## src/hdl/tnf_pkg.sv

```systemverilog
// ----------------------------------------------------------------------------
// tnf_pkg: shared types and constants for the telnet option input filter
// Byte codes, option codes, event kinds and the config/result structs.
// ----------------------------------------------------------------------------
package tnf_pkg;

  // Telnet command bytes
  localparam logic [7:0] B_SE   = 8'd240;
  localparam logic [7:0] B_SB   = 8'd250;
  localparam logic [7:0] B_WILL = 8'd251;
  localparam logic [7:0] B_WONT = 8'd252;
  localparam logic [7:0] B_DO   = 8'd253;
  localparam logic [7:0] B_DONT = 8'd254;
  localparam logic [7:0] B_IAC  = 8'd255;

  // Option codes
  localparam logic [7:0] OPT_NAWS = 8'd31;
  localparam logic [7:0] OPT_MSSP = 8'd70;
  localparam logic [7:0] OPT_COMP = 8'd86;
  localparam logic [7:0] OPT_GMCP = 8'd201;

  // Clamp limit reset values
  localparam logic [15:0] WIDTH_MIN_RST  = 16'd40;
  localparam logic [15:0] WIDTH_MAX_RST  = 16'd250;
  localparam logic [15:0] HEIGHT_MIN_RST = 16'd10;
  localparam logic [15:0] HEIGHT_MAX_RST = 16'd100;

  // Config register indexes
  localparam logic [1:0] REG_WIDTH_MIN  = 2'd0;
  localparam logic [1:0] REG_WIDTH_MAX  = 2'd1;
  localparam logic [1:0] REG_HEIGHT_MIN = 2'd2;
  localparam logic [1:0] REG_HEIGHT_MAX = 2'd3;

  typedef enum logic [3:0] {
    KIND_NONE       = 4'd0,
    KIND_DATA       = 4'd1,
    KIND_WONT       = 4'd2,
    KIND_DONT       = 4'd3,
    KIND_MSSP       = 4'd4,
    KIND_COMP_ON    = 4'd5,
    KIND_COMP_OFF   = 4'd6,
    KIND_SIZE_SET   = 4'd7,
    KIND_SIZE_CLR   = 4'd8,
    KIND_GMCP_ON    = 4'd9,
    KIND_GMCP_OFF   = 4'd10
  } kind_t;

  typedef struct packed {
    logic [15:0] width_min;
    logic [15:0] width_max;
    logic [15:0] height_min;
    logic [15:0] height_max;
  } limits_t;

  typedef struct packed {
    kind_t       kind;
    logic [7:0]  byte_val;
    logic [15:0] width;
    logic [15:0] height;
    logic        gmcp;
    logic        compress;
  } result_t;

endpackage

```

## src/hdl/tnf_parser.sv

```systemverilog
// ----------------------------------------------------------------------------
// tnf_parser: telnet IAC parser and option state
// Holds the parse state, the subnegotiation payload and the option flags,
// and forms the result for the byte presented on step.
// ----------------------------------------------------------------------------
module tnf_parser (
  input  logic              clk,
  input  logic              rst,
  input  logic              step,
  input  logic [7:0]        rx_byte,
  input  tnf_pkg::limits_t  limits,
  output tnf_pkg::result_t  result
);

  typedef enum logic [5:0] {
    ST_DATA   = 6'b000001,
    ST_IAC    = 6'b000010,
    ST_NEG    = 6'b000100,
    ST_SBOPT  = 6'b001000,
    ST_SBDATA = 6'b010000,
    ST_SBIAC  = 6'b100000
  } state_t;

  state_t      parse_state, parse_state_next;
  logic [7:0]  held_code, held_code_next;
  logic [2:0]  payload_count, payload_count_next;
  logic [7:0]  payload_bytes [4];
  logic [15:0] win_width, win_width_next;
  logic [15:0] win_height, win_height_next;
  logic        gmcp_flag, gmcp_flag_next;
  logic        compress_flag, compress_flag_next;

  logic        pay_we;
  logic [1:0]  pay_idx;
  tnf_pkg::kind_t kind;
  logic [7:0]  eb;

  logic [15:0] naws_w, naws_h, clamp_w, clamp_h;

  assign naws_w = {payload_bytes[0], payload_bytes[1]};
  assign naws_h = {payload_bytes[2], payload_bytes[3]};

  // when the limits cross, values below min get min and all others get max
  assign clamp_w = (naws_w < limits.width_min) ? limits.width_min :
                   (naws_w > limits.width_max) ? limits.width_max : naws_w;
  assign clamp_h = (naws_h < limits.height_min) ? limits.height_min :
                   (naws_h > limits.height_max) ? limits.height_max : naws_h;

  always_comb begin
    parse_state_next   = parse_state;
    held_code_next     = held_code;
    payload_count_next = payload_count;
    win_width_next     = win_width;
    win_height_next    = win_height;
    gmcp_flag_next     = gmcp_flag;
    compress_flag_next = compress_flag;
    pay_we             = 1'b0;
    pay_idx            = payload_count[1:0];
    kind               = tnf_pkg::KIND_NONE;
    eb                 = 8'd0;

    case (parse_state)
      ST_DATA: begin
        if (rx_byte == tnf_pkg::B_IAC) begin
          parse_state_next = ST_IAC;
        end else begin
          kind = tnf_pkg::KIND_DATA;
          eb   = rx_byte;
        end
      end
      ST_IAC: begin
        if (rx_byte == tnf_pkg::B_IAC) begin
          kind = tnf_pkg::KIND_DATA;
          eb   = rx_byte;
          parse_state_next = ST_DATA;
        end else if (rx_byte == tnf_pkg::B_WILL || rx_byte == tnf_pkg::B_WONT ||
                     rx_byte == tnf_pkg::B_DO   || rx_byte == tnf_pkg::B_DONT) begin
          held_code_next   = rx_byte;
          parse_state_next = ST_NEG;
        end else if (rx_byte == tnf_pkg::B_SB) begin
          payload_count_next = 3'd0;
          parse_state_next   = ST_SBOPT;
        end else begin
          parse_state_next = ST_DATA;
        end
      end
      ST_NEG: begin
        if (held_code == tnf_pkg::B_DO || held_code == tnf_pkg::B_DONT) begin
          if (rx_byte == tnf_pkg::OPT_MSSP) begin
            if (held_code == tnf_pkg::B_DO) kind = tnf_pkg::KIND_MSSP;
          end else if (rx_byte == tnf_pkg::OPT_GMCP) begin
            gmcp_flag_next = (held_code == tnf_pkg::B_DO);
            kind = (held_code == tnf_pkg::B_DO) ? tnf_pkg::KIND_GMCP_ON
                                                : tnf_pkg::KIND_GMCP_OFF;
          end else if (rx_byte == tnf_pkg::OPT_COMP) begin
            if (held_code == tnf_pkg::B_DO && !compress_flag) begin
              compress_flag_next = 1'b1;
              kind = tnf_pkg::KIND_COMP_ON;
            end else if (held_code == tnf_pkg::B_DONT && compress_flag) begin
              compress_flag_next = 1'b0;
              kind = tnf_pkg::KIND_COMP_OFF;
            end
          end else if (held_code == tnf_pkg::B_DO) begin
            kind = tnf_pkg::KIND_WONT;
            eb   = rx_byte;
          end
        end else if (held_code == tnf_pkg::B_WILL || held_code == tnf_pkg::B_WONT) begin
          if (rx_byte == tnf_pkg::OPT_NAWS) begin
            if (held_code == tnf_pkg::B_WONT) begin
              win_width_next  = 16'd0;
              win_height_next = 16'd0;
              kind = tnf_pkg::KIND_SIZE_CLR;
            end
          end else if (held_code == tnf_pkg::B_WILL) begin
            kind = tnf_pkg::KIND_DONT;
            eb   = rx_byte;
          end
        end
        parse_state_next = ST_DATA;
      end
      ST_SBOPT: begin
        held_code_next     = rx_byte;
        payload_count_next = 3'd0;
        parse_state_next   = ST_SBDATA;
      end
      ST_SBDATA: begin
        if (rx_byte == tnf_pkg::B_IAC) begin
          parse_state_next = ST_SBIAC;
        end else if (!payload_count[2]) begin
          pay_we = 1'b1;
          payload_count_next = payload_count + 3'd1;
        end
      end
      ST_SBIAC: begin
        if (rx_byte == tnf_pkg::B_IAC) begin
          // escaped 255 inside the payload
          if (!payload_count[2]) begin
            pay_we = 1'b1;
            payload_count_next = payload_count + 3'd1;
          end
          parse_state_next = ST_SBDATA;
        end else begin
          if (rx_byte == tnf_pkg::B_SE) begin
            if (held_code == tnf_pkg::OPT_NAWS) begin
              if (payload_count[2]) begin
                win_width_next  = clamp_w;
                win_height_next = clamp_h;
                kind = tnf_pkg::KIND_SIZE_SET;
              end
            end else if (held_code == tnf_pkg::OPT_MSSP) begin
              kind = tnf_pkg::KIND_MSSP;
            end
          end
          payload_count_next = 3'd0;
          parse_state_next   = ST_DATA;
        end
      end
      default: begin
        parse_state_next = ST_DATA;
      end
    endcase
  end

  always_ff @(posedge clk) begin
    if (rst) begin
      parse_state   <= ST_DATA;
      held_code     <= 8'd0;
      payload_count <= 3'd0;
      win_width     <= 16'd0;
      win_height    <= 16'd0;
      gmcp_flag     <= 1'b0;
      compress_flag <= 1'b0;
    end else if (step) begin
      parse_state   <= parse_state_next;
      held_code     <= held_code_next;
      payload_count <= payload_count_next;
      win_width     <= win_width_next;
      win_height    <= win_height_next;
      gmcp_flag     <= gmcp_flag_next;
      compress_flag <= compress_flag_next;
    end
  end

  always_ff @(posedge clk) begin
    if (step && pay_we) begin
      payload_bytes[pay_idx] <= rx_byte;
    end
  end

  assign result.kind     = kind;
  assign result.byte_val = eb;
  assign result.width    = win_width_next;
  assign result.height   = win_height_next;
  assign result.gmcp     = gmcp_flag_next;
  assign result.compress = compress_flag_next;

endmodule

```

## src/hdl/telnet_option_input_filter.sv

```systemverilog
// ----------------------------------------------------------------------------
// telnet_option_input_filter: telnet receive filter with option negotiation
// Strips IAC sequences, answers option requests, tracks NAWS/GMCP/compress.
// ----------------------------------------------------------------------------
// Usage:
//   Input channel (in_valid/in_ready, rx_byte) carries one received byte per
//   request. Output channel (out_valid/out_ready) returns exactly one result
//   per byte: event_kind, event_byte and the window size and option flags as
//   they stand after that byte.
//   Results are registered: a byte's result shows from the cycle after it is
//   accepted. Throughput is one byte per cycle unless the receiver stalls; the
//   parser and the clamp compares sit between the input port and the single output
//   register, so a new byte is taken in the same cycle that the previous result leaves.
//   When the receiver stalls, the output register holds its result and
//   in_ready drops until out_ready returns; nothing is lost or repeated.
//   Reset (rst, synchronous) puts the parser in the data state, clears the
//   window size and flags, empties the output register and loads the clamp
//   limits with their defaults (40/250 width, 10/100 height).
//   The APB port writes and reads the four 16-bit limits at byte addresses
//   0, 4, 8 and 12; write limits only while the block is idle.
// ----------------------------------------------------------------------------
module telnet_option_input_filter (
  input  logic        clk,
  input  logic        rst,
  // input channel
  input  logic        in_valid,
  output logic        in_ready,
  input  logic [7:0]  rx_byte,
  // output channel
  output logic        out_valid,
  input  logic        out_ready,
  output logic [3:0]  event_kind,
  output logic [7:0]  event_byte,
  output logic [15:0] window_width,
  output logic [15:0] window_height,
  output logic        gmcp_on,
  output logic        compress_on,
  // configuration port
  input  logic        psel,
  input  logic        penable,
  input  logic        pwrite,
  input  logic [3:0]  paddr,
  input  logic [31:0] pwdata,
  output logic [31:0] prdata,
  output logic        pready
);

  tnf_pkg::limits_t limits;
  tnf_pkg::result_t result;
  tnf_pkg::result_t out_reg;

  logic       in_fire;
  logic       cfg_we;
  logic [1:0] cfg_idx;

  // Configuration registers. Low address bits are ignored.
  assign pready  = 1'b1;
  assign cfg_idx = paddr[3:2];
  assign cfg_we  = psel && penable && pwrite;

  always_ff @(posedge clk) begin
    if (rst) begin
      limits.width_min  <= tnf_pkg::WIDTH_MIN_RST;
      limits.width_max  <= tnf_pkg::WIDTH_MAX_RST;
      limits.height_min <= tnf_pkg::HEIGHT_MIN_RST;
      limits.height_max <= tnf_pkg::HEIGHT_MAX_RST;
    end else if (cfg_we) begin
      case (cfg_idx)
        tnf_pkg::REG_WIDTH_MIN:  limits.width_min  <= pwdata[15:0];
        tnf_pkg::REG_WIDTH_MAX:  limits.width_max  <= pwdata[15:0];
        tnf_pkg::REG_HEIGHT_MIN: limits.height_min <= pwdata[15:0];
        tnf_pkg::REG_HEIGHT_MAX: limits.height_max <= pwdata[15:0];
        default: ;
      endcase
    end
  end

  always_comb begin
    case (cfg_idx)
      tnf_pkg::REG_WIDTH_MIN:  prdata = {16'd0, limits.width_min};
      tnf_pkg::REG_WIDTH_MAX:  prdata = {16'd0, limits.width_max};
      tnf_pkg::REG_HEIGHT_MIN: prdata = {16'd0, limits.height_min};
      tnf_pkg::REG_HEIGHT_MAX: prdata = {16'd0, limits.height_max};
      default:                 prdata = 32'd0;
    endcase
  end

  // Accept while the output register is empty or draining this cycle.
  assign in_ready = !out_valid || out_ready;
  assign in_fire  = in_valid && in_ready;

  tnf_parser u_parser (
    .clk     (clk),
    .rst     (rst),
    .step    (in_fire),
    .rx_byte (rx_byte),
    .limits  (limits),
    .result  (result)
  );

  // Output register: valid under reset, payload loaded on accept.
  always_ff @(posedge clk) begin
    if (rst) begin
      out_valid <= 1'b0;
    end else if (in_fire) begin
      out_valid <= 1'b1;
    end else if (out_ready) begin
      out_valid <= 1'b0;
    end
  end

  always_ff @(posedge clk) begin
    if (in_fire) begin
      out_reg <= result;
    end
  end

  assign event_kind    = out_reg.kind;
  assign event_byte    = out_reg.byte_val;
  assign window_width  = out_reg.width;
  assign window_height = out_reg.height;
  assign gmcp_on       = out_reg.gmcp;
  assign compress_on   = out_reg.compress;

  // Checks
  a_fire_fills: assert property (@(posedge clk) disable iff (rst)
    in_fire |=> out_valid)
    else $error("accepted byte produced no result");

  a_kind_range: assert property (@(posedge clk) disable iff (rst)
    out_valid |-> (event_kind <= tnf_pkg::KIND_GMCP_OFF))
    else $error("event kind out of range");

  a_byte_zero: assert property (@(posedge clk) disable iff (rst)
    (out_valid && event_kind != tnf_pkg::KIND_DATA &&
     event_kind != tnf_pkg::KIND_WONT && event_kind != tnf_pkg::KIND_DONT)
    |-> (event_byte == 8'd0))
    else $error("event byte set for a kind without one");

  a_size_clr: assert property (@(posedge clk) disable iff (rst)
    (out_valid && event_kind == tnf_pkg::KIND_SIZE_CLR)
    |-> (window_width == 16'd0 && window_height == 16'd0))
    else $error("size cleared but window size nonzero");

  a_comp_on: assert property (@(posedge clk) disable iff (rst)
    (out_valid && event_kind == tnf_pkg::KIND_COMP_ON) |-> compress_on)
    else $error("compress on event without flag");

endmodule

```

## config.mk

```make
export PLATFORM = sky130hd
export DESIGN_NAME = telnet_option_input_filter
export DESIGN_NICKNAME = d
export VERILOG_FILES = /design/src/hdl/tnf_pkg.sv /design/src/hdl/tnf_parser.sv /design/src/hdl/telnet_option_input_filter.sv
export SDC_FILE = /design/constraint.sdc
export NUM_CORES = 1
export LEC_CHECK = 0
export BUFFER_PORTS_ARGS = -buffer_cell sky130_fd_sc_hd__buf_4
export CORE_ASPECT_RATIO = 0.8
export CORE_MARGIN = 2
export CORE_UTILIZATION = 50
export CTS_CLUSTER_DIAMETER = 120
export DETAILED_ROUTE_END_ITERATION = 16
export PLACE_DENSITY = 0.74
export SKIP_LAST_GASP = 1
export SLEW_MARGIN = 20
export SYNTH_ARGS = -nofsm -noshare
export SYNTH_HDL_FRONTEND = slang
export SYNTH_SLANG_ARGS = --single-unit
```

## constraint.sdc

```tcl
create_clock -name clk -period 3.43 [get_ports clk]
set_input_delay 0.5145 -clock clk [delete_from_list [all_inputs] [get_ports clk]]
set_output_delay 0.5145 -clock clk [all_outputs]
set_load 0.1 [all_outputs]
```

; Word-level counts from Yosys, hierarchy flattened
; Memory sizes are Yosys's and may differ from the RTL's.
; Cells that the tools add are included.
[word_totals]
input_bits = 51
wordCells = 173
register_bits = 162
memories = 1
ram_bits = 32
[mem_list]
columns = name, depth, width, read_ports, rd_ports_with_merged_regs, wr, line
row1 = u_parser.payload_bytes, 4, 8, 4, 0, 1, tnf_parser.sv:27  ; logic [7:0] payload_bytes [4];
[op_classes]
n_eq_ne = 33
reduce_logical = 25
mux = 91
add_sub_neg = 1
order_cmp = 4
[ops]
columns = op, count
row1 = two-way mux 16 bit, 20
row2 = one-hot mux 32 bit (4 select lines), 1
row3 = equality test 8 bit (second input constant), 12
row4 = two-way mux 8 bit, 12
row5 = one-hot mux 16 bit (2 select lines), 2
row6 = two-way mux 4 bit, 12
row7 = > comparator 16 bit, 2
row8 = less-than comparator 16 bit, 2
row9 = two-way mux 3 bit, 10
row10 = one-hot mux 6 bit (5 select lines), 1
row11 = equality test 8 x 7 -> 1 bit (second input constant), 3
row12 = two-way mux 6 bit, 4
row13 = one-hot mux 8 bit (3 select lines), 1
row14 = two-way mux 1 bit, 20
row15 = equality test 8 x 5 -> 1 bit (second input constant), 2
row16 = one-hot mux 4 bit (4 select lines), 1
row17 = one-hot mux 8 bit (2 select lines), 1
row18 = one-hot mux 3 bit (4 select lines), 1
row19 = != test 2 x 1 -> 1 bit (second input constant), 4
row20 = AND reduction 2 bit, 4
row21 = equality test 6 x 1 -> 1 bit (second input constant), 1
row22 = equality test 6 x 2 -> 1 bit (second input constant), 1
row23 = equality test 6 x 3 -> 1 bit (second input constant), 1
row24 = equality test 6 x 4 -> 1 bit (second input constant), 1
row25 = 18 further kinds, 35

; Logic depth before layout (Yosys ltp)
[depth]
depth_word = 9
depth_mapped = 11

; Cells and area by module
; From an unflattened synthesis, not the netlist that was laid out.
[hier_totals]
hier_cells = 1140
area_unflattened_um2 = 10898.0
[by_module_without_submodules]
columns = module, cells_per_inst, area_per_inst_um2, n_inst
row1 = tnf_parser, 793, 6359.8, 1
row2 = telnet_option_input_filter, 347, 4538.1, 1

; Worst setup path after synthesis
; No wires, ideal clock.
[synth_path]
path_kind = reg-to-reg
startpoint = register out_valid
endpoint = register u_parser.win_height[10]
setup_time_ps = 129
path_stages_with_launch = 9
n_path_buf = 1
path_slack_ps = -995
arrival_time_ps = 4296
t_required_ps = 3301
path_cell_list = dfxtp_1 > nand2b_1 > nand2_1 > clkinv_1 > nand4_2 > clkbuf_1 > a21oi_1 > o41ai_1 > a21oi_1
[synth_between]
elab_chain_len = 3
[synth_lines]
columns = item, line
row1 = from (decl), telnet_option_input_filter.sv:30  ; output logic out_valid,
row2 = from (signal assigned), telnet_option_input_filter.sv:104  ; out_valid <= 1'b0;
row3 = from (signal assigned), telnet_option_input_filter.sv:106  ; out_valid <= 1'b1;
row4 = from (signal assigned), telnet_option_input_filter.sv:108  ; out_valid <= 1'b0;
row5 = zero test 1 bit, telnet_option_input_filter.sv:89  ; assign in_ready = !out_valid || out_ready;
row6 = logical OR 1 bit, telnet_option_input_filter.sv:89
row7 = named net in_ready, telnet_option_input_filter.sv:27  ; output logic in_ready,
row8 = logical AND 1 bit, telnet_option_input_filter.sv:90  ; assign in_fire = in_valid && in_ready;
row9 = named net in_fire, telnet_option_input_filter.sv:52  ; logic in_fire;
row10 = to (signal assigned), tnf_parser.sv:178  ; win_height <= win_height_next;
row11 = to (decl), tnf_parser.sv:29  ; logic [15:0] win_height, win_height_next;
; The timed path passes the listed nets, and every way through them passes these cells.
; A chain may end at the register's enable or synchronous reset.

==> flow_metrics.env <==
export IMPL_status="finished, final reports clean"
export IMPL_cts_buffers=17
export IMPL_slew_viol_final=0
export IMPL_vias_per_cell=6.060
export IMPL_post_synth_instance_area_mm2=0.01098
export IMPL_wirelength_um=30150
export IMPL_grt_max_degree=51
export IMPL_end_kind="flip-flop"
export IMPL_hold_buffers=0
export IMPL_drtIter0Drc=1004
export IMPL_layout_commonest_cell="nand2_1"
export IMPL_cts_tree="yes"
export IMPL_dpl_instance_area_mm2=0.01188
export IMPL_synthAdderAreaFrac_pct=7.520
export IMPL_dr_pass1_iters=5
export IMPL_area_delta_synth_final_pct=13.92
export IMPL_post_cts_buffers=0
export IMPL_max_stage_delay_ns=0.63
export IMPL_power_density_mw_per_mm2=422.7
export IMPL_path_clk_slew_ns=0.07
export IMPL_htreeDepth=4
export IMPL_grt_use_total_pct=26.40
export IMPL_path_max_fanout=32
export IMPL_dieHeight_um=136.6
export IMPL_synth_compound_area_share_pct=18.12
export IMPL_postSynthCellCount=1238
export IMPL_grtUsageMet3_pct=4.916
export IMPL_final_cell_mix="nand2_1 (231), a21oi_1 (141), buf_4 (119)"
export IMPL_rsz0062_at_grt="false"
export IMPL_die_width_um=169.7
export IMPL_clk_path_buf_depth=2
export IMPL_ant_nets=0
export IMPL_fmax_mhz=333.7
export IMPL_n_antenna_cell=0
export IMPL_clock_latency_ns=0.44
export IMPL_min_period_ns=2.997
export IMPL_grt_pass1_vias=9046
export IMPL_dp_hpwl_um=21470
export IMPL_synth_largest_area_cell="edfxtp_1"
export IMPL_start_util_pct=50.93
export IMPL_synthTopCellsByArea="edfxtp_1 (21%), dfxtp_1 (21%), nand2_1 (7.9%)"
export IMPL_vias=9635
export IMPL_fin_util_pct=58.03
export IMPL_synth_seq_area_share_pct=42.47
export IMPL_fin_nets=1419
export IMPL_crit_chain="inv_1 -> ha_1 -> nand2_1 -> o21ai_0 -> a41oi_1 -> o31ai_1 -> or2_2 -> nor2_1 -> o31ai_1"
export IMPL_grtUsageMet1_pct=35.23
export IMPL_hold_violations=0
export IMPL_pre_cts_slack_ns=0.5014
export IMPL_io_pins=132
export IMPL_start_kind="flip-flop"
export IMPL_grt_pass1_wl_um=47520
export IMPL_core_area_mm2=0.02156
export IMPL_skew_ns=0.007957
export IMPL_tightest_slew_ns=0.7996
export IMPL_synthArstFlopShare_pct=0
export IMPL_finalCritPeriodShare_pct=87.37
export IMPL_synth_simple_area_share_pct=19.60
export IMPL_numPortBuffers=96
export IMPL_cap_viol_max_count=0
export IMPL_synth_cell_types=71
export IMPL_setup_viol_count_final=0
export IMPL_cp_data_arrival_time_ns=3.22
export IMPL_cts_root_buffer="clkbuf_16"
export IMPL_worstHoldPathType="in2reg"
export IMPL_synthFlopType="dfxtp_1"
export IMPL_rows=48
export IMPL_critPathKind="reg2reg"
export IMPL_ys_ff_latch=194
export IMPL_grtUsageMet2_pct=42.77
export IMPL_path_delay_family="compound AO/OA/AOI/OAI gates"
export IMPL_numClockSinks=194
export IMPL_path_common_cell="o31ai_1"
export IMPL_synth_top_family_by_area="simple AND/OR/NAND/NOR gates"
export IMPL_ctsResizeCount=0
export IMPL_leakage_nw=4.766
export IMPL_fin_area_mm2=0.01251
export IMPL_max_slew_margin_pct=46.69
export IMPL_synth_edf_count=78
export IMPL_drc=0
export IMPL_required_ns=3.65
export IMPL_tns_ns=0
export IMPL_synth_top_area_share_pct=21.33
export IMPL_cp_slowest_cell="or2_2"
export IMPL_grt_ovfl_total=0
export IMPL_path_buf_inv=1
export IMPL_syn_area_per_cell_um2=8.871
export IMPL_top_usage_layer="met2"
export IMPL_ys_warn_count=0
export IMPL_layout_drive_gt1_share_pct=17.03
export IMPL_gp_congestion=0.9456
export IMPL_ir_drop_mv=0.2977
export IMPL_die_area_mm2=0.02317
export IMPL_post_drt_wl_per_cell_um=18.96
export IMPL_layout_setup_ws_ns=0.4331
export IMPL_synthXorXnorAreaFrac_pct=0.1595
export IMPL_grt_antenna_before_repair=0
export IMPL_muxShareOfSynthArea_pct=5.651
-- cells by family after synthesis --
logic type,count (synthesis)
xor gates and xnor gates,2
AOI/OAI and AO/OA,305
DFF,194
muxes,40
adders and majority gates,66
and+or+nand+nor,467
buffers and inverters,162
other,2
-- per-layer routing --
metal / up-vias / routed length, um / part of all wire [%]
met2: 423 / 13930 / 46
met3: 77 / 2340 / 7.8
li1: 4537 / - / -
met1: 4598 / 12930 / 43
met4: 0 / 942 / 3.1
met5: - / 0 / 0
-- registers in the layout, indices dropped and copies added, names as in the netlist, 6 cells and up --
name                    cells
event_byte                  8
u_parser.payload_bytes     32
window_height              16
u_parser.held_code          8
limits                     64
u_parser.win_height        16
window_width               16
u_parser.win_width         16
u_parser.parse_state        6
-- path summary, 6_finish.rpt --
kind	from	endpoint	slack, ns	cells after the start
worst max register to register	limits[18]$_SDFFE_PP0P_	window_height[1]$_DFFE_PP_	0.43	9
worst min register to register	u_parser.win_width[4]$_SDFFE_PP0P_	u_parser.win_width[4]$_SDFFE_PP0P_	0.46	2
worst min-delay path	in_valid	out_valid$_SDFFE_PP0P_	0.32	3
worst max-delay path	limits[18]$_SDFFE_PP0P_	window_height[1]$_DFFE_PP_	0.43	9
-- worst min-delay path, delay by kind of cell --
| kind | cells | cell delay (ns) |
|---|---|---|
| buf+inv | 2 | 0.15 |
| compound gates | 1 | 0.05 |
-- power breakdown --
group	leakage, nW	internal, mW	switching, mW
Sequential	1.68	2.43	0.0216
Combinational	2.78	0.133	0.540
Clock	0.312	1.22	0.936
Total	4.77	3.79	1.50
-- synth_stat cells, types with 4 or more instances --
cell type	number
a211oi_1	19
a21o_1	16
a21oi_1	141
and2_1	10
and3_1	19
buf_1	7
buf_2	5
buf_4	18
clkbuf_1	57
dfxtp_1	116
edfxtp_1	78
ha_1	66
inv_1	70
mux2_2	16
mux2i_1	8
mux4_2	16
nand2_1	231
nand2_2	10
nand2b_1	4
nand3_1	9
nand3b_1	4
nand4_1	15
nor2_1	105
nor2b_1	4
nor3_1	11
nor4_1	17
o211ai_1	17
o21ai_0	21
o31ai_1	41
o31ai_2	10
o41ai_1	17
or4_1	8
-- per-stage QoR --
| step | hold slack (ns) | std cells | power, mW |
|---|---|---|---|
| global route | 0.3203 | 1590 | 5.422 |
| finish | 0.3203 | 1590 | 5.288 |
| CTS | 0.3112 | 1590 | 5.316 |
| floorplan | 0.4249 | 1253 | 3.021 |
| detailed placement | 0.4391 | 1558 | 3.177 |
| global placement | 0.4326 | 1558 | 3.172 |
-- layout make-up --
class,count,area (um2)
Timing Repair Buffer,120,913.4
Multi-Input combinational cell,897,5683
Clock inverter,13,170.2
Sequential cell,194,4664
Fill cell,1884,9050
Tap cell,275,344.1
Clock buffer,19,464.2
Inverter,72,271.5
No activity file was read; power rests on OpenSTA's default activity.
